===== src/rtl/q24alu_pkg.sv =====
// Shared types and constants for the Q24.8 fixed-point ALU.
// Used by the front end, the queue and the back end. No dependencies.
`default_nettype none
package q24alu_pkg;

  // Number of fraction bits in the fixed-point format
  localparam int FRAC_BITS = 8;
  // Operand and result width
  localparam int DATA_W    = 32;
  // Magnitude width of the shifted dividend, also the number of divide steps
  localparam int DVD_W     = DATA_W + FRAC_BITS;
  // Queue depth and pointer width
  localparam int QDEPTH    = 4;
  localparam int QPTR_W    = $clog2(QDEPTH);

  typedef enum logic [3:0] {
    OP_ADD = 4'd0,
    OP_SUB = 4'd1,
    OP_MUL = 4'd2,
    OP_DIV = 4'd3,
    OP_MIN = 4'd4,
    OP_MAX = 4'd5,
    OP_INC = 4'd6,
    OP_DEC = 4'd7,
    OP_INT = 4'd8
  } op_t;

  // One classified item between front and back end
  typedef struct packed {
    logic [3:0]               op;
    logic signed [DATA_W-1:0] a;
    logic signed [DATA_W-1:0] b;
    logic signed [DATA_W-1:0] res;
    logic                     less;
    logic                     equal;
    logic                     greater;
    logic                     dz;
    logic                     ovf;
  } q_item_t;

endpackage
`default_nettype wire


===== src/rtl/q24alu_queue.sv =====
// Short FIFO between front and back end of the fixed-point ALU.
// Depends on q24alu_pkg.
`default_nettype none
module q24alu_queue import q24alu_pkg::*; (
  input  wire logic clk,
  input  wire logic rst_n,
  input  wire logic push,
  input  q_item_t   push_item,
  output logic      full,
  input  wire logic pop,
  output q_item_t   head,
  output logic      not_empty
);

  q_item_t           mem_r [QDEPTH];
  logic [QPTR_W-1:0] wp_r, wp_nxt;
  logic [QPTR_W-1:0] rp_r, rp_nxt;
  logic [QPTR_W:0]   cnt_r, cnt_nxt;

  assign full      = cnt_r == (QPTR_W+1)'(QDEPTH);
  assign not_empty = cnt_r != '0;
  assign head      = mem_r[rp_r];

  // pointer and fill count update
  always_comb begin
    wp_nxt  = push ? wp_r + 1'b1 : wp_r;
    rp_nxt  = pop  ? rp_r + 1'b1 : rp_r;
    cnt_nxt = cnt_r;
    if (push && !pop) begin
      cnt_nxt = cnt_r + 1'b1;
    end else if (pop && !push) begin
      cnt_nxt = cnt_r - 1'b1;
    end
  end

  always_ff @(posedge clk) begin
    if (!rst_n) begin
      wp_r  <= '0;
      rp_r  <= '0;
      cnt_r <= '0;
    end else begin
      wp_r  <= wp_nxt;
      rp_r  <= rp_nxt;
      cnt_r <= cnt_nxt;
    end
  end

  // storage, no reset
  always_ff @(posedge clk) begin
    if (push) begin
      mem_r[wp_r] <= push_item;
    end
  end

endmodule
`default_nettype wire


===== config.mk =====
export PLATFORM = sky130hd
export DESIGN_NAME = q24alu_queue
export DESIGN_NICKNAME = d
export VERILOG_FILES = /design/src/rtl/q24alu_pkg.sv /design/src/rtl/q24alu_queue.sv
export SDC_FILE = /design/constraint.sdc
export NUM_CORES = 1
export LEC_CHECK = 0
export BUFFER_PORTS_ARGS = -buffer_cell sky130_fd_sc_hd__buf_2
export CORE_MARGIN = 5
export CORE_UTILIZATION = 50
export CTS_CLUSTER_DIAMETER = 30
export DETAILED_ROUTE_END_ITERATION = 10
export PLACE_DENSITY_LB_ADDON = 0.2
export SYNTH_ARGS = -nofsm -noshare
export SYNTH_HDL_FRONTEND = slang
export SYNTH_SLANG_ARGS = --single-unit

===== constraint.sdc =====
create_clock -name clk -period 6.4 [get_ports clk]
set_input_delay 1.28 -clock clk [delete_from_list [all_inputs] [get_ports clk]]
set_output_delay 1.28 -clock clk [all_outputs]
set_load 0.02 [all_outputs]

# --- Word level (Yosys, flattened, before mapping) ---
# Memory sizes are Yosys's and may differ from the RTL's. A register that Yosys moved wholly into a read port is not among the register bits.
# Index checks and enable logic that the tools add are counted.
# W data, S select, Z words.
word_totals:
  ram_bits: 420
  output_inout_bits: 107
  elab_cells: 21
  n_memories: 1
  regBits: 7
  input_bits: 109
op_classes:
  mux: 6
  n_reduce_logical: 6
  n_addsub: 4
  n_eq_ne: 1
memory_table:
  columns: ["memory", "words", "word_bits", "read_ports", "rd_ports_with_merged_regs", "write_ports", "line", "rtl"]
  rows:
  - ["mem_r", 4, 105, 1, 1, 1, "q24alu_queue.sv:15", "q_item_t mem_r [QDEPTH];"]
ops:
  columns: ["cell", "count"]
  rows:
  - ["$mux W3", 2]
  - ["$add A2 B1 Y2 const B", 2]
  - ["$mux W2", 2]
  - ["$add A3 B1 Y3 const B", 1]
  - ["$eq A3 B3 Y1 const B", 1]
  - ["$reduce_bool A3 Y1", 1]
  - ["$sub A3 B1 Y3 const B", 1]
  - ["$logic_and A1 B1 Y1", 2]
  - ["$logic_not A1 Y1", 2]
  - ["$mux W1", 2]
  - ["$reduce_bool A2 Y1", 1]

# --- Longest topological paths before layout ---
# Gate-level depths: netlist (run 1).
depth:
  depth_word: 4
  mapped_depth: 7
  ltp_nobuf: 7

# --- Worst setup path after synthesis (run 1) ---
# Ideal clock, no wire load.
synth_timing:
  kind: "in2reg"
  startpoint: "input port push"
  endpoint: "memory mem_r[0][0] (netlist name), enable pin"
  n_path_buf: 0
  path_slack_ns: 2.224
  setup_time_ns: 0.476
  cell_stages: 1
  required_time_ns: 5.924
  arrival_ns: 3.700
  path_cell_list: "and2_1"
synth_between:
  elab_chain_len: 2
synth_lines:
  columns: ["element", "line", "rtl"]
  rows:
  - ["start: declaration", "q24alu_queue.sv:7", "input wire logic push,"]
  - ["$mux W1", "q24alu_queue.sv:50", "if (push) begin"]
  - ["$mux W1 (not written as such)", "q24alu_queue.sv:51", "mem_r[wp_r] <= push_item;"]
  - ["end: declaration", "q24alu_queue.sv:15", null]
# No other way between the ends.

==> results of run 1 <==
state kept, by name, summed over array words and instances, names as in the netlist, named ones only:
| name | flops |
|---|---|
| rp_r | 2 |
| cnt_r | 3 |
| wp_r | 2 |
| mem_r | 420 |
worst max path at each step:
stage                          from     endpoint  slack, ps  cells after the start
after floorplan                push  mem_r[0][0]       2220                      1
after global placement    flip-flop     head[43]       2680                      3
after detailed placement  flip-flop     head[71]       2620                      3
after CTS                 flip-flop     head[71]       2020                      3
after global routing      flip-flop     head[73]       1840                      3
final                     flip-flop     head[71]       2180                      3
per-stage QoR:
step / utilization, % / cells
floorplan: - / 592
global placement: 55.67 / 1187
detailed placement: 55.67 / 1187
CTS: 63.83 / 1325
global route: 63.84 / 1326
finish: 63.85 / 1327
power groups by stage:
stage	Sequential, mW	Clock (mW)	Combinational, mW
global placement	3.35	0	0.622
floorplan	3.32	0	0.441
global route	3.31	4.07	0.675
detailed placement	3.36	0	0.639
finish	3.30	3.84	0.628
CTS	3.31	3.92	0.644
layer usage:
metal,share of wire [%],GRT usage (%),vias to the layer above,wire length [um]
met5,0.22,0,-,67
met4,1.6,5.409,12,479
met3,9.3,7.044,52,2823
met1,39,22.81,3742,12030
met2,49,27.50,288,15080
li1,-,-,3143,-
worst reg2reg max path, stage by stage (launching register included):
cell     delay, ps
dfxtp_1        350
inv_1          100
ha_1           150
and2_4         660
buf_4          790
placed cells by master, fill, tap and decap left out, types with 3 or more instances in the layout:
cell type,count
edfxtp_1,420
buf_2,215
mux4_2,105
clkbuf_16,78
clkinv_2,13
clkinv_1,11
clkbuf_1,8
buf_4,8
bufinv_16,7
clkinvlp_4,7
dfxtp_1,7
inv_6,6
and2_1,5
ha_1,5
inv_1,4
and2_4,4
xor2_1,3
clkinv_4,3
cell families (layout without fill, tap and decap cells):
family          count (synthesis)  count (layout)  synth area share, %
flops                         429             429                81.98
mux                           107             107                15.28
buf+inv                        28             365                1.251
simple gates                   15              15               0.5933
fa+ha+maj                       6               6               0.5292
xor+xnor                        5               5               0.2807
compound gates                  2               2              0.08017
other cells                     0               2                    0
cell type report:
class / instances / area, sq um / share of cell area, %
repair buffers: 223 / 1136 / 5.802
inverters: 4 / 15.01 / 0.07667
multi-input cells: 135 / 2626 / 13.41
flip-flops and latches: 429 / 12800 / 65.36
clock buffers: 88 / 2009 / 10.26
clock inverters: 50 / 495.5 / 2.530
diodes: 2 / 5.005 / 0.02556
well taps: 396 / 495.5 / 2.530
==> impl_metrics.csv, run 1 <==
group,metric,value,unit
run_status,status,"completed",
timing,report.final.hold_viol_count,0,
critical_path,r2r-start,"wp_r[0]",
critical_path,cpMaxStageDelayCell,"dfxtp_4",
yosys,yosys.cell_types.count,20,
place,dpl-instance-area,17070,sq um
clock_tree,root_buffer,"clkbuf_16",
clock_tree,hold_buffers,0,
yosys,synth-edff-count,420,
critical_path,crit_buf_inv,2,
layout,final_cell_area,19580,sq um
power_and_ir_drop,switching_power,1.733,mW
drt,initialDrtViolationCount,514,
power_and_ir_drop,finalPower,7.770,mW
yosys,ys.flop_type,"edfxtp_1",
global_route,grt_pass1_vias,8032,
drt,ant_nets,0,
die,start_util,50.88,%
critical_path,critPathMaxFanout,46,
power_and_ir_drop,p_int,6.037,mW
timing,rsz0062_at_grt,"no",
min_path,hold_path.class,"flip-flop to flip-flop",
die,die_h,186.7,um
power_and_ir_drop,power.leakage,6.749,nW
min_path,min_to,"cnt_r[2]",
drt,vias_per_cell,5.454,
min_path,min_from,"cnt_r[2]",
global_route,antenna_found_initial,7,
drt,drc,0,
yosys,synthTopCellsByArea,"edfxtp_1, mux4_2, dfxtp_1",
timing,setup_tns,0,ps
yosys,synth_nets,707,
layout,fillers,2017,
critical_path,worst-r2r-setup-slack,3880,ps
critical_path,critPathCaptureType,"output pin",
critical_path,crit_family,"flip-flops",
global_route,grt_start_max_net_pins,76,
drt,vias,7237,
timing,fin_skew,18.21,ps
critical_path,cp.arrival,2940,ps
clock_tree,cts.repair.resized,0,
critical_path,worstRegToRegCells,4,
yosys,yosys_warnings,0,
clock_tree,worstSkewPairLatency,560,ps
layout,area_growth,25.50,%
global_route,overflow,0,
timing,finalMaxSlewViolations,0,
layout,drive_above_1_share,48.76,%
power_and_ir_drop,sw_frac_of_total,22.30,%
clock_tree,cts_max_level,3,
flow_run,maxCapViolCount,0,
global_route,grtUsageTotal,17.50,%
critical_path,cp_cell_sequence,"buf_4 -> mux4_2 -> buf_2",
yosys,synthCells,592,
drt,first_pass_iters,4,
yosys,yosysMostFrequentCell,"edfxtp_1",
critical_path,crit_required,5120,ps
critical_path,r2r-end,"mem_r[0][11]",
die,die_x,186.7,um
timing,max_freq,0.2370,GHz
power_and_ir_drop,ir_drop,0.3461,mV
drt,wl_per_cell,22.97,um
layout,fin_nets,983,
yosys,synthTopCellsByCount,"edfxtp_1, mux4_2, buf_2",
timing,period_share,65.94,%
yosys,ys_seq_area_share,81.98,%
power_and_ir_drop,power.density,396.8,nW/um^2
power_and_ir_drop,p_seq_share,42.5,%
timing,fin_ws,2180,ps
critical_path,crit_type,"flip-flop to output pin",
place,port-buffer-count,215,
die,dieArea,34840,sq um
place,place.gp.congestion,0.7580,
die,pin_count,216,
power_and_ir_drop,power_frac_comb,8.1,%
power_and_ir_drop,p_clk_share,49.4,%
timing,setup_viol,0,
place,hpwlAfterDp,17810,um
min_path,min_path_cells,2,
clock_tree,post_cts_buffers,0,
critical_path,cp-start-kind,"flip-flop",
global_route,grt_pass1_wl,47190,um
timing,finalWorstPathRequiredPeriod,4220,ps
drt,routed_wirelength,30490,um
yosys,async_flop_share,0,%
yosys,ys_ff_latch,429,
yosys,avgSynthCellArea,26.36,sq um
die,core,30670,sq um
clock_tree,clockBufferDepth,3,
place,pre_cts_slack,2618,ps
clock_tree,numCtsBuffers,75,
die,row_count,64,
timing,worst_pin_slew,1204,ps
yosys,yosys.area.top_type,"edfxtp_1",
critical_path,cpPeakStageDelay,950,ps
clock_tree,clkTransAtPathRegs,50,ps
clock_tree,numClockSinks,429,
timing,whs,549.5,ps
yosys,synth_top_cell_area_share,80.83,%
timing,slew_headroom,19.76,%
clock_tree,cts_tree,"yes",
yosys,syn_area,15600,sq um
Power figures use the tool's default switching activity.
==> run 2: changes to the inputs <==
Settings changed: ABC_AREA from default to 1.
Clock period 6.4 ns to 3.6 ns, I/O delays scaled along.
==> run 2 against run 1 <==
Core utilization down 0.56 points. Cell count up 35%. First-iteration DRC count up 20%. Area after synthesis up 3.2%. Worst hold slack worse by 180 ps. Clock-buffer cell count unchanged. Largest cell class unchanged. Critical path type unchanged.
==> impl_metrics.csv, run 2 <==
group,metric,value,unit
run_status,status,"completed",
layout,seqCellArea,12800,sq um
global_route,use_met2,31.54,%
clock_tree,hold_buffers,0,
global_route,overflow,0,
critical_path,critPathMaxFanout,59,
drt,vias,9670,
global_route,grt_start_max_net_pins,112,
place,pre_cts_slack,1099,ps
clock_tree,numClockSinks,429,
clock_tree,post_cts_buffers,0,
drt,ant_nets,0,
yosys,async_flop_share,0,%
clock_tree,cts.repair.resized,0,
timing,report.final.hold_viol_count,0,
layout,final_cell_mix,"edfxtp_1, nor2_1, buf_2",
drt,vias_per_cell,5.405,
layout,final_cell_area,20020,sq um
timing,worst_pin_slew,697.3,ps
layout,area_growth,24.38,%
global_route,grt_use_met3,5.513,%
die,dieArea,35880,sq um
timing,period_share,85.28,%
min_path,hold_path.class,"input port to flip-flop",
drt,wl_per_cell,19.26,um
global_route,top_usage_layer,"met2",
place,port-buffer-count,215,
power_and_ir_drop,ir_drop,0.4582,mV
yosys,ys_ff_latch,429,
yosys,synthTopCellsByArea,"edfxtp_1, nor2_1, o22ai_1",
die,row_count,65,
layout,largest_registers,"mem_r (420), cnt_r (3)",
layout,multi_input_area,2724,sq um
layout,fin_nets,1439,
yosys,ys.flop_type,"edfxtp_1",
yosys,syn_area,16100,sq um
place,hpwlAfterDp,19330,um
drt,first_pass_iters,5,
die,die_x,189.4,um
critical_path,crit_type,"flip-flop to output pin",
layout,regMostFlops,"mem_r",
place,place.gp.congestion,0.7161,
drt,drc,0,
yosys,synthCells,1074,
yosys,ys_seq_area_share,79.47,%
layout,largest_reg_flops,420,
layout,drive_above_1_share,27.31,%
critical_path,cp-start-kind,"flip-flop",
yosys,yosysMostFrequentCell,"edfxtp_1",
clock_tree,root_buffer,"clkbuf_16",
timing,finalMaxSlewViolations,0,
timing,fin_skew,17.66,ps
clock_tree,cts_max_level,3,
die,pin_count,216,
clock_tree,numCtsBuffers,79,
clock_tree,worstSkewPairLatency,560,ps
clock_tree,cts_tree,"yes",
timing,setup_tns,0,ps
yosys,synthTopCellsByCount,"edfxtp_1, nor2_1, o21ai_0",
place,dpl-instance-area,17450,sq um
global_route,grt_pass1_vias,9778,
min_path,min_path_cells,1,
yosys,yosys.area.top_type,"edfxtp_1",
layout,layout_commonest_cell,"edfxtp_1",
timing,rsz0062_at_grt,"no",
drt,initialDrtViolationCount,615,
power_and_ir_drop,power.density,690.1,nW/um^2
timing,whs,366.2,ps
drt,routed_wirelength,34460,um
yosys,yosys_warnings,0,
critical_path,crit_required,2880,ps
yosys,avgSynthCellArea,14.99,sq um
die,die_h,189.4,um
critical_path,cp.arrival,2350,ps
yosys,synth_top_cell_area_share,78.35,%
die,start_util,50.88,%
power_and_ir_drop,power.leakage,7.150,nW
timing,slew_headroom,53.51,%
yosys,synth-edff-count,420,
critical_path,critPathCaptureType,"output pin",
layout,utilization,63.29,%
critical_path,worstRegToRegCells,5,
timing,max_freq,0.3257,GHz
clock_tree,clockBufferDepth,3,
yosys,synth_nets,1189,
die,core,31640,sq um
flow_run,maxCapViolCount,0,
clock_tree,clkTransAtPathRegs,50,ps
yosys,yosys.cell_types.count,24,
global_route,grt_use_met1,24.47,%
global_route,grt_pass1_wl,53740,um
timing,fin_ws,530.0,ps
global_route,antenna_found_initial,7,
global_route,grtUsageTotal,19.00,%
timing,finalWorstPathRequiredPeriod,3070,ps
timing,setup_viol,0,
layout,fillers,2367,
## run 2: metrics by stage
step	std cells	power, mW
2_1_floorplan	1074	6.584
3_3_place_gp	1645	6.980
3_5_place_dp	1645	7.002
4_1_cts	1786	13.96
5_1_grt	1788	14.37
6_report	1789	13.82
## run 2: path summary, 6_finish.rpt
check	endpoint	from	slack [ps]
worst max-delay path	head[101]	flip-flop	530
worst min-delay path	mem_r[2][41]	push_item[41]	370
worst min register to register	flip-flop	rp_r[1]	460
worst max register to register	mem_r[0][72]	wp_r[0]	1690
## run 2: kinds of logic (layout without fill, tap and decap cells)
family                   after synthesis  after routing  synth area share (%)
AO/OA/AOI/OAI                        325            325                 11.04
other                                  0              3                     0
flip-flops                           429            429                 79.47
adder cells (fa/ha/maj)                6              6                0.5130
buffers and inverters                 85            395                 3.607
AND/OR/NAND/NOR                      229            229                 5.371
## run 2: layout make-up
class,count,area share [%]
antenna,3,0.03750
clock buffer,88,10.15
clock inverter,53,2.668
inverter,17,0.4000
multi-input combinational,560,13.60
sequential,429,63.93
tap,402,2.512
timing repair buffer,237,6.699
## run 2: critical path, cell delays in order (launching register included)
cell	delay [ps]
dfxtp_4	450
buf_4	500
o21ai_0	260
o22ai_1	300
buf_2	220
## run 2: per-layer routing
| metal | vias to the layer above | routed length (um) |
|---|---|---|
| met4 | 10 | 708 |
| li1 | 4607 | - |
| met3 | 64 | 2402 |
| met2 | 294 | 16900 |
| met5 | - | 62 |
| met1 | 4695 | 14390 |
## run 2: where the power goes
group	leakage, nW	switching [mW]	internal (mW)
registers	3.93	0.0489	5.72
clock network	1.23	2.45	4.47
logic	1.99	0.790	0.331
total	7.15	3.29	10.5
